[config.mk]
export PLATFORM = sky130hd
export DESIGN_NAME = indent_to_block_marker_lexer
export DESIGN_NICKNAME = d
export VERILOG_FILES = /design/src/hw/rtl/ilx_pkg.sv /design/src/hw/rtl/ilx_divider.sv /design/src/hw/rtl/indent_to_block_marker_lexer.sv
export SDC_FILE = /design/constraint.sdc
export NUM_CORES = 1
export LEC_CHECK = 0
export BUFFER_PORTS_ARGS = -buffer_cell sky130_fd_sc_hd__buf_4
export CAP_MARGIN = 20
export CORE_MARGIN = 5
export CORE_UTILIZATION = 45
export CTS_BUF_LIST = sky130_fd_sc_hd__clkbuf_8 sky130_fd_sc_hd__clkbuf_16
export CTS_CLUSTER_DIAMETER = 50
export DETAILED_ROUTE_END_ITERATION = 8
export HOLD_SLACK_MARGIN = 0.05
export MAX_ROUTING_LAYER = met4
export PLACE_DENSITY = 0.65
export SLEW_MARGIN = 20
export SYNTH_ARGS = -nofsm -noshare
export SYNTH_HDL_FRONTEND = slang
export SYNTH_SLANG_ARGS = --single-unit
export TNS_END_PERCENT = 100
[constraint.sdc]
create_clock -name clk -period 2.15 [get_ports clk]
set_input_delay 0.1075 -clock clk [delete_from_list [all_inputs] [get_ports clk]]
set_output_delay 0.1075 -clock clk [all_outputs]
set_load 0.02 [all_outputs]
[src/hw/rtl/ilx_pkg.sv]
`timescale 1ns / 1ps
// ----------------------------------------------------------------------------
// Indent lexer package
// Shared constants, result kind codes and the divider request and result
// types of the indentation-to-block-marker lexer.
// ----------------------------------------------------------------------------
package ilx_pkg;

  // Columns per indent level and the deepest level allowed.
  localparam int INDENT_WIDTH = 4;
  localparam int MAX_LEVELS   = 15;

  // Width of the column count, which saturates at its all-ones value.
  localparam int COUNT_W   = 8;
  localparam logic [COUNT_W-1:0] COUNT_CAP = '1;

  // Width of a stored indent level.
  localparam int LEVEL_W = $clog2(MAX_LEVELS + 1);

  // Width of a division remainder, which is always below INDENT_WIDTH.
  localparam int REM_W = $clog2(INDENT_WIDTH) + 1;

  // Reciprocal of the indent width, rounded up. With this shift the
  // product gives the exact quotient for every column count.
  localparam int DIV_SHIFT = COUNT_W + $clog2(INDENT_WIDTH);
  localparam int RECIP_W   = DIV_SHIFT + 1;
  localparam logic [RECIP_W-1:0] DIV_RECIP =
    RECIP_W'(((1 << DIV_SHIFT) + INDENT_WIDTH - 1) / INDENT_WIDTH);
  localparam int PROD_W    = COUNT_W + RECIP_W;

  // Result kinds.
  typedef logic [2:0] kind_t;
  localparam kind_t KIND_BYTE      = 3'd0;
  localparam kind_t KIND_INDENT    = 3'd1;
  localparam kind_t KIND_DEDENT    = 3'd2;
  localparam kind_t KIND_BAD_WIDTH = 3'd3;
  localparam kind_t KIND_TOO_DEEP  = 3'd4;

  // Characters with a meaning at line start.
  localparam logic [7:0] CHAR_NEWLINE = 8'h0A;
  localparam logic [7:0] CHAR_TAB     = 8'h09;
  localparam logic [7:0] CHAR_SPACE   = 8'h20;

  // Request to the column divider.
  typedef struct packed {
    logic               start;
    logic [COUNT_W-1:0] dividend;
  } div_req_t;

  // Answer of the column divider; quotient and remainder hold until the
  // next start.
  typedef struct packed {
    logic               done;
    logic [COUNT_W-1:0] quotient;
    logic [REM_W-1:0]   remainder;
  } div_res_t;

endpackage

[src/hw/rtl/ilx_divider.sv]
`timescale 1ns / 1ps
// ----------------------------------------------------------------------------
// Column divider
// Splits a column count into indent level and remainder by multiplying with
// the reciprocal of the indent width; the answer is registered on start.
// ----------------------------------------------------------------------------
module ilx_divider (
  input  logic              clk,
  input  logic              rst,
  input  ilx_pkg::div_req_t req,
  output ilx_pkg::div_res_t res
);

  logic [ilx_pkg::COUNT_W-1:0] quo;
  logic [ilx_pkg::REM_W-1:0]   rem;
  logic                        done;

  logic [ilx_pkg::PROD_W-1:0]  product;
  logic [ilx_pkg::COUNT_W-1:0] quo_calc;
  logic [ilx_pkg::COUNT_W-1:0] back;
  logic [ilx_pkg::COUNT_W-1:0] rem_full;

  // Quotient from the reciprocal product, remainder by multiplying back.
  always_comb begin
    product  = ilx_pkg::PROD_W'(req.dividend) * ilx_pkg::PROD_W'(ilx_pkg::DIV_RECIP);
    quo_calc = product[ilx_pkg::DIV_SHIFT +: ilx_pkg::COUNT_W];
    back     = quo_calc * ilx_pkg::COUNT_W'(ilx_pkg::INDENT_WIDTH);
    rem_full = req.dividend - back;
  end

  // The answer is registered on start, and done pulses for one cycle.
  always_ff @(posedge clk) begin
    if (rst) begin
      quo  <= '0;
      rem  <= '0;
      done <= 1'b0;
    end else begin
      done <= req.start;
      if (req.start) begin
        quo <= quo_calc;
        rem <= rem_full[ilx_pkg::REM_W-1:0];
      end
    end
  end

  assign res.done      = done;
  assign res.quotient  = quo;
  assign res.remainder = rem;

endmodule

[src/hw/rtl/indent_to_block_marker_lexer.sv]
`timescale 1ns / 1ps
// ----------------------------------------------------------------------------
// Indentation to block marker lexer
// Turns leading indentation of source text into indent and dedent markers.
// ----------------------------------------------------------------------------
// Bytes in the body of a line, and spaces and tabs at line start, are taken
// at one item per cycle unless the result side stalls. The first other byte
// of a line is taken, the divider splits the column count into level and
// remainder, and the block decides. A blank line's newline or an indentation
// error gives a single result, after which the block takes input again; a
// saturated column count gives its error without the divider. A byte that
// opens a line body holds the input until the indent or dedent markers
// emitted ahead of it and the byte are sent. Results leave through a single
// output register, and the input is not ready while a result waits there
// unaccepted, so a stalling result side holds the input too. After an
// indentation error the block gives no results until the byte marked with
// tlast, and every tlast byte returns the block to its reset state.
// ----------------------------------------------------------------------------
module indent_to_block_marker_lexer (
  input  logic       clk,
  input  logic       rst,
  // Input stream
  input  logic       s_axis_tvalid,
  output logic       s_axis_tready,
  input  logic [7:0] s_axis_tdata,   // [7:0] text_byte
  input  logic       s_axis_tlast,   // end_of_text
  // Result stream
  output logic       m_axis_tvalid,
  input  logic       m_axis_tready,
  output logic [7:0] m_axis_tdata,   // [7:0] out_byte
  output logic [2:0] m_axis_tuser,   // [2:0] kind
  output logic       m_axis_tlast    // run_last
);

  localparam logic [1:0] ST_IDLE   = 2'd0;
  localparam logic [1:0] ST_DIV    = 2'd1;
  localparam logic [1:0] ST_DECIDE = 2'd2;
  localparam logic [1:0] ST_EMIT   = 2'd3;

  logic [1:0] state;
  logic [1:0] state_next;

  // Lexer state.
  logic                        in_line_body;
  logic [ilx_pkg::COUNT_W-1:0] column_count;
  logic [ilx_pkg::LEVEL_W-1:0] previous_level;
  logic                        error_seen;
  logic                        in_line_body_next;
  logic [ilx_pkg::COUNT_W-1:0] column_count_next;
  logic [ilx_pkg::LEVEL_W-1:0] previous_level_next;
  logic                        error_seen_next;

  // Byte held while its line start is worked out.
  logic [7:0]                  hold_byte;
  logic                        hold_last;
  logic [ilx_pkg::LEVEL_W-1:0] marks;
  ilx_pkg::kind_t              mark_kind;
  logic [7:0]                  hold_byte_next;
  logic                        hold_last_next;
  logic [ilx_pkg::LEVEL_W-1:0] marks_next;
  ilx_pkg::kind_t              mark_kind_next;

  // Output register.
  logic           out_valid;
  ilx_pkg::kind_t out_kind;
  logic [7:0]     out_byte;
  logic           out_last;
  logic           out_valid_next;
  ilx_pkg::kind_t out_kind_next;
  logic [7:0]     out_byte_next;
  logic           out_last_next;

  ilx_pkg::div_req_t div_req;
  ilx_pkg::div_res_t div_res;

  logic                        out_free;
  logic                        s_fire;
  logic                        is_ws;
  logic [ilx_pkg::COUNT_W:0]   ws_sum;
  logic [ilx_pkg::COUNT_W-1:0] ws_count;
  logic [ilx_pkg::LEVEL_W-1:0] new_level;
  logic                        too_deep;

  ilx_divider u_divider (
    .clk (clk),
    .rst (rst),
    .req (div_req),
    .res (div_res)
  );

  // Handshake and line-start decode.
  always_comb begin
    out_free      = !out_valid || m_axis_tready;
    s_axis_tready = (state == ST_IDLE) && out_free;
    s_fire        = s_axis_tvalid && s_axis_tready;
    is_ws         = (s_axis_tdata == ilx_pkg::CHAR_SPACE) ||
                    (s_axis_tdata == ilx_pkg::CHAR_TAB);
    if (s_axis_tdata == ilx_pkg::CHAR_SPACE) begin
      ws_sum = {1'b0, column_count} + (ilx_pkg::COUNT_W + 1)'(1);
    end else begin
      ws_sum = {1'b0, column_count} +
               (ilx_pkg::COUNT_W + 1)'(ilx_pkg::INDENT_WIDTH);
    end
    ws_count = ws_sum[ilx_pkg::COUNT_W] ? ilx_pkg::COUNT_CAP :
               ws_sum[ilx_pkg::COUNT_W-1:0];
    div_req.start    = s_fire && !error_seen && !in_line_body && !is_ws &&
                       (column_count != ilx_pkg::COUNT_CAP);
    div_req.dividend = column_count;
    too_deep  = div_res.quotient > ilx_pkg::COUNT_W'(ilx_pkg::MAX_LEVELS);
    new_level = div_res.quotient[ilx_pkg::LEVEL_W-1:0];
  end

  // Sequencer, lexer state and output register: next values.
  always_comb begin
    state_next          = state;
    in_line_body_next   = in_line_body;
    column_count_next   = column_count;
    previous_level_next = previous_level;
    error_seen_next     = error_seen;
    hold_byte_next      = hold_byte;
    hold_last_next      = hold_last;
    marks_next          = marks;
    mark_kind_next      = mark_kind;
    out_valid_next      = out_valid && !m_axis_tready;
    out_kind_next       = out_kind;
    out_byte_next       = out_byte;
    out_last_next       = out_last;
    unique case (state)
      ST_IDLE: begin
        if (s_fire) begin
          if (error_seen) begin
            // Bytes after an error are dropped.
          end else if (in_line_body) begin
            out_valid_next = 1'b1;
            out_kind_next  = ilx_pkg::KIND_BYTE;
            out_byte_next  = s_axis_tdata;
            out_last_next  = 1'b1;
            if (s_axis_tdata == ilx_pkg::CHAR_NEWLINE) begin
              in_line_body_next = 1'b0;
              column_count_next = '0;
            end
          end else if (is_ws) begin
            column_count_next = ws_count;
          end else if (column_count == ilx_pkg::COUNT_CAP) begin
            out_valid_next  = 1'b1;
            out_kind_next   = ilx_pkg::KIND_TOO_DEEP;
            out_byte_next   = '0;
            out_last_next   = 1'b1;
            error_seen_next = 1'b1;
          end else begin
            hold_byte_next = s_axis_tdata;
            hold_last_next = s_axis_tlast;
            state_next     = ST_DIV;
          end
          // The final byte of a text returns the lexer state to reset, except
          // when the byte waits for the divider.
          if (s_axis_tlast && !div_req.start) begin
            in_line_body_next   = 1'b0;
            column_count_next   = '0;
            previous_level_next = '0;
            error_seen_next     = 1'b0;
          end
        end
      end

      ST_DIV: begin
        if (div_res.done) begin
          state_next = ST_DECIDE;
        end
      end

      ST_DECIDE: begin
        if (out_free) begin
          if (div_res.remainder != '0) begin
            out_valid_next  = 1'b1;
            out_kind_next   = ilx_pkg::KIND_BAD_WIDTH;
            out_byte_next   = '0;
            out_last_next   = 1'b1;
            error_seen_next = !hold_last;
            state_next      = ST_IDLE;
          end else if (hold_byte == ilx_pkg::CHAR_NEWLINE) begin
            // Blank line: the newline passes and the level stays.
            out_valid_next    = 1'b1;
            out_kind_next     = ilx_pkg::KIND_BYTE;
            out_byte_next     = hold_byte;
            out_last_next     = 1'b1;
            column_count_next = '0;
            state_next        = ST_IDLE;
          end else if (too_deep) begin
            out_valid_next  = 1'b1;
            out_kind_next   = ilx_pkg::KIND_TOO_DEEP;
            out_byte_next   = '0;
            out_last_next   = 1'b1;
            error_seen_next = !hold_last;
            state_next      = ST_IDLE;
          end else begin
            if (new_level > previous_level) begin
              marks_next     = new_level - previous_level;
              mark_kind_next = ilx_pkg::KIND_INDENT;
            end else begin
              marks_next     = previous_level - new_level;
              mark_kind_next = ilx_pkg::KIND_DEDENT;
            end
            previous_level_next = new_level;
            column_count_next   = '0;
            in_line_body_next   = 1'b1;
            state_next          = ST_EMIT;
          end
          if (hold_last) begin
            column_count_next   = '0;
            previous_level_next = '0;
            in_line_body_next   = 1'b0;
          end
        end
      end

      ST_EMIT: begin
        // One marker per cycle while the output register is free, then the byte that opened the line.
        if (out_free) begin
          out_valid_next = 1'b1;
          if (marks != '0) begin
            out_kind_next = mark_kind;
            out_byte_next = '0;
            out_last_next = 1'b0;
            marks_next    = marks - 1'b1;
          end else begin
            out_kind_next = ilx_pkg::KIND_BYTE;
            out_byte_next = hold_byte;
            out_last_next = 1'b1;
            state_next    = ST_IDLE;
          end
        end
      end

      default: begin
        state_next = ST_IDLE;
      end
    endcase
  end

  // State registers.
  always_ff @(posedge clk) begin
    if (rst) begin
      state          <= ST_IDLE;
      in_line_body   <= 1'b0;
      column_count   <= '0;
      previous_level <= '0;
      error_seen     <= 1'b0;
      hold_byte      <= '0;
      hold_last      <= 1'b0;
      marks          <= '0;
      mark_kind      <= ilx_pkg::KIND_INDENT;
      out_valid      <= 1'b0;
      out_kind       <= ilx_pkg::KIND_BYTE;
      out_byte       <= '0;
      out_last       <= 1'b0;
    end else begin
      state          <= state_next;
      in_line_body   <= in_line_body_next;
      column_count   <= column_count_next;
      previous_level <= previous_level_next;
      error_seen     <= error_seen_next;
      hold_byte      <= hold_byte_next;
      hold_last      <= hold_last_next;
      marks          <= marks_next;
      mark_kind      <= mark_kind_next;
      out_valid      <= out_valid_next;
      out_kind       <= out_kind_next;
      out_byte       <= out_byte_next;
      out_last       <= out_last_next;
    end
  end

  assign m_axis_tvalid = out_valid;
  assign m_axis_tdata  = out_byte;
  assign m_axis_tuser  = out_kind;
  assign m_axis_tlast  = out_last;

endmodule

==> results.json <==
{
  "rrSetupSlack_ns": 0.10,
  "min_path_cells": 3,
  "nets": 469,
  "postSynthCellCount": 383,
  "ir_worst_vdd_uv": 362.4,
  "grt_start_max_net_pins": 34,
  "setup_ws_ns": 0.1045,
  "pre_cts_ws_ns": -0.1232,
  "core_area_mm2": 0.006719,
  "syn-num-nets": 408,
  "r2r_end": "marks[3]$_SDFFE_PP0P_",
  "synth_top_area_cell": "dfxtp_1",
  "ant_nets": 0,
  "min_period_ns": 2.045,
  "initial_core_util_pct": 45.64,
  "clock_skew_ns": 0.006511,
  "clk_path_buf_depth": 2,
  "tightest_slew_ns": 0.4897,
  "first_global_vias": 2878,
  "worstHoldStart": "s_axis_tdata[7]",
  "root_buffer": "clkbuf_8",
  "max_cap_violations": 0,
  "p_leak_nw": 1.456,
  "die_w_um": 92.55,
  "fmax_mhz": 488.9,
  "via_count": 3098,
  "slew_violations": 0,
  "num_antenna_cells": 0,
  "period_share_pct": 95.14,
  "yosysWarnings": 0,
  "syn_area_mm2": 0.003067,
  "wl_per_cell_um": 15.97,
  "cts_made_buffers": 5,
  "yosys-top-cells-area": "dfxtp_1 (35%), a21oi_1 (7.7%), nand2_1 (5.5%)",
  "reg2reg_from": "u_divider.quo[0]$_SDFFE_PP0P_",
  "grt_antenna_before_repair": 0,
  "grt_pass1_wl_mm": 13.90,
  "arrival_ns": 2.26,
  "synthArstFlopShare_pct": 0,
  "globalplace.congestion": 0.9290,
  "worstPathRequired_ns": 2.36,
  "rsz0062_at_grt": "true",
  "avgSynthCellArea_um2": 8.007,
  "synth_top_cell_area_share_pct": 34.60,
  "setup_viol": 0,
  "drtIter0Drc": 167,
  "hold_class": "input pin to flip-flop",
  "cts_tree": "yes",
  "hold_viol_final": 0,
  "route.detailed.drc": 0,
  "drive_gt1_share_pct": 23.60,
  "p_total_mw": 2.981,
  "min_to": "hold_byte[7]$_SDFFE_PP0P_",
  "yosysSeqAreaShare_pct": 34.60,
  "synth_cell_types": 63,
  "slew_headroom_pct": 67.05,
  "synth_edf_count": 0,
  "dieArea_mm2": 0.008566,
  "finalWirelength_mm": 8.384,
  "ys.flop_type": "dfxtp_1",
  "startpoint_type": "flip-flop",
  "fin_util_pct": 56.24,
  "cp_max_fo": 3,
  "clkSinkCount": 53,
  "rows": 30,
  "clock_latency_ns": 0.32,
  "vias_per_cell": 5.901,
  "dr.pass1.iters": 5,
  "h-tree-depth": 2,
  "dpl.hpwl_mm": 6.288,
  "clk_pin_slew_ns": 0.10,
  "die_y_um": 92.55,
  "synth_seq_cells": 53,
  "cp-end-kind": "flip-flop",
  "p_per_area_mw_per_mm2": 788.9,
  "crit_type": "flip-flop to flip-flop",
  "run_status": "completed",
  "io_pins": 27,
  "grt_use_total_pct": 20.56,
  "grt-ovfl-total": 0,
  "r2r_cells": 9,
  "io_buffers": 26,
  "area.growth.synth_to_final_pct": 23.21
}
-- synthesized netlist by cell type (2+ instances only) --
library cell / n
a211oi_1: 16
a21o_1: 2
a21oi_1: 47
a221oi_1: 3
a22oi_1: 7
a311oi_1: 3
a31oi_1: 4
a32o_1: 3
a32oi_1: 2
a41oi_1: 2
and2_1: 5
and3_1: 4
buf_2: 2
clkbuf_1: 18
dfxtp_1: 53
fa_1: 2
ha_1: 10
inv_1: 18
mux2i_1: 13
nand2_1: 45
nand2b_1: 4
nand3_1: 5
nand4_1: 4
nor2_1: 35
nor2b_1: 5
nor3_1: 12
nor4_1: 2
o211ai_1: 3
o21a_1: 3
o21ai_0: 13
o221a_2: 2
o31ai_1: 4
or3_1: 2
-- critical path, stage by stage (launching register included) --
cell     delay (ns)
dfxtp_2        0.36
inv_2          0.05
ha_4           0.16
fa_2           0.36
nor2b_1        0.11
o21a_1         0.12
o21a_1         0.19
mux2i_1        0.26
mux2i_1        0.24
a21oi_1        0.09
-- what timing repair did --
item                                    CTS  global route
hold buffers                              1             0
gates resized for setup                   2            10
endpoints found under the setup margin   13            24
hold endpoints to repair                  1             0
setup buffers                             0             2
pin swaps                                 0             7
-- through the flow --
step                hold slack [ns]  setup TNS [ns]  std cells  area (µm²)
floorplan                    0.2435               0        383        3067
finish                      0.06923               0        525        3779
detailed placement           0.3956         -0.8950        514        3622
global route                0.05980       -0.009350        525        3779
CTS                         0.05404               0        523        3726
global placement             0.3871        -0.07277        514        3622
-- cells in the final DEF, fill, tap and decap left out, types with 5 or more instances in the layout --
| cell | synthesis | routed |
|---|---|---|
| a21oi_1 | 47 | 46 |
| nand3_1 | 5 | 5 |
| mux2i_1 | 13 | 13 |
| buf_4 | 1 | 76 |
| clkbuf_8 | 0 | 5 |
| ha_1 | 10 | 9 |
| a211oi_1 | 16 | 16 |
| inv_1 | 18 | 17 |
| nor3_1 | 12 | 12 |
| o21ai_0 | 13 | 13 |
| dfxtp_1 | 53 | 52 |
| a22oi_1 | 7 | 7 |
| nor2b_1 | 5 | 5 |
| nor2_1 | 35 | 33 |
| nand2_1 | 45 | 45 |
-- routing by layer --
layer	global-route usage (%)	share of wire [%]	up-vias	wire length, µm
li1	-	-	1530	-
met1	27.90	47	1439	3935
met2	30.09	45	110	3778
met3	4.874	6.3	19	528
met4	6.807	1.7	0	142
met5	-	0	-	0
-- report_power, final --
part | internal, mW | switching (mW) | leakage, nW
combinational | 0.521 | 0.696 | 0.981
clock | 0.232 | 0.352 | 0.0445
sequential | 1.10 | 0.0822 | 0.431
-- flip-flops by register name, summed over array words and instances (netlist names), 2 cells and up --
register / flops
state: 2
column_count: 8
previous_level: 4
hold_byte: 8
mark_kind: 2
u_divider.quo: 6
marks: 4
u_divider.rem: 2
m_axis_tuser: 3
m_axis_tdata: 8
-- cell type report --
cell class                 count  area, µm²
clock buffer                   5      68.82
timing repair buffer          77      580.6
fill                         634       2940
sequential                    53       1062
clock inverter                 3      21.27
multi-input combinational    289       1878
inverter                      18      67.56
tap                           80      100.1
-- how the worst max path moves through the flow --
stage / cells after the start / start / to
after global placement: 5 / hold_byte[5]$_SDFFE_PP0P_ / m_axis_tlast$_SDFFE_PP0P_
after floorplan: 7 / s_axis_tdata[2] / column_count[0]$_SDFFE_PP0P_
after global routing: 9 / u_divider.quo[0]$_SDFFE_PP0P_ / marks[3]$_SDFFE_PP0P_
final: 9 / u_divider.quo[0]$_SDFFE_PP0P_ / marks[3]$_SDFFE_PP0P_
after CTS: 6 / hold_byte[5]$_SDFFE_PP0P_ / marks[0]$_SDFFE_PP0P_
after detailed placement: 5 / hold_byte[5]$_SDFFE_PP0P_ / m_axis_tlast$_SDFFE_PP0P_
-- kinds of logic (layout without fill, tap and decap cells) --
family | after synthesis | in the layout | synth area share [%]
AND/OR/NAND/NOR | 134 | 134 | 21.22
AO/OA/AOI/OAI | 128 | 128 | 28.44
flip-flops | 53 | 53 | 34.60
buffers and inverters | 41 | 103 | 5.467
multiplexers | 14 | 14 | 4.610
adder cells (fa/ha/maj) | 12 | 12 | 5.386
XOR/XNOR | 1 | 1 | 0.2856
Note: power is estimated with default switching activity, not from simulation.
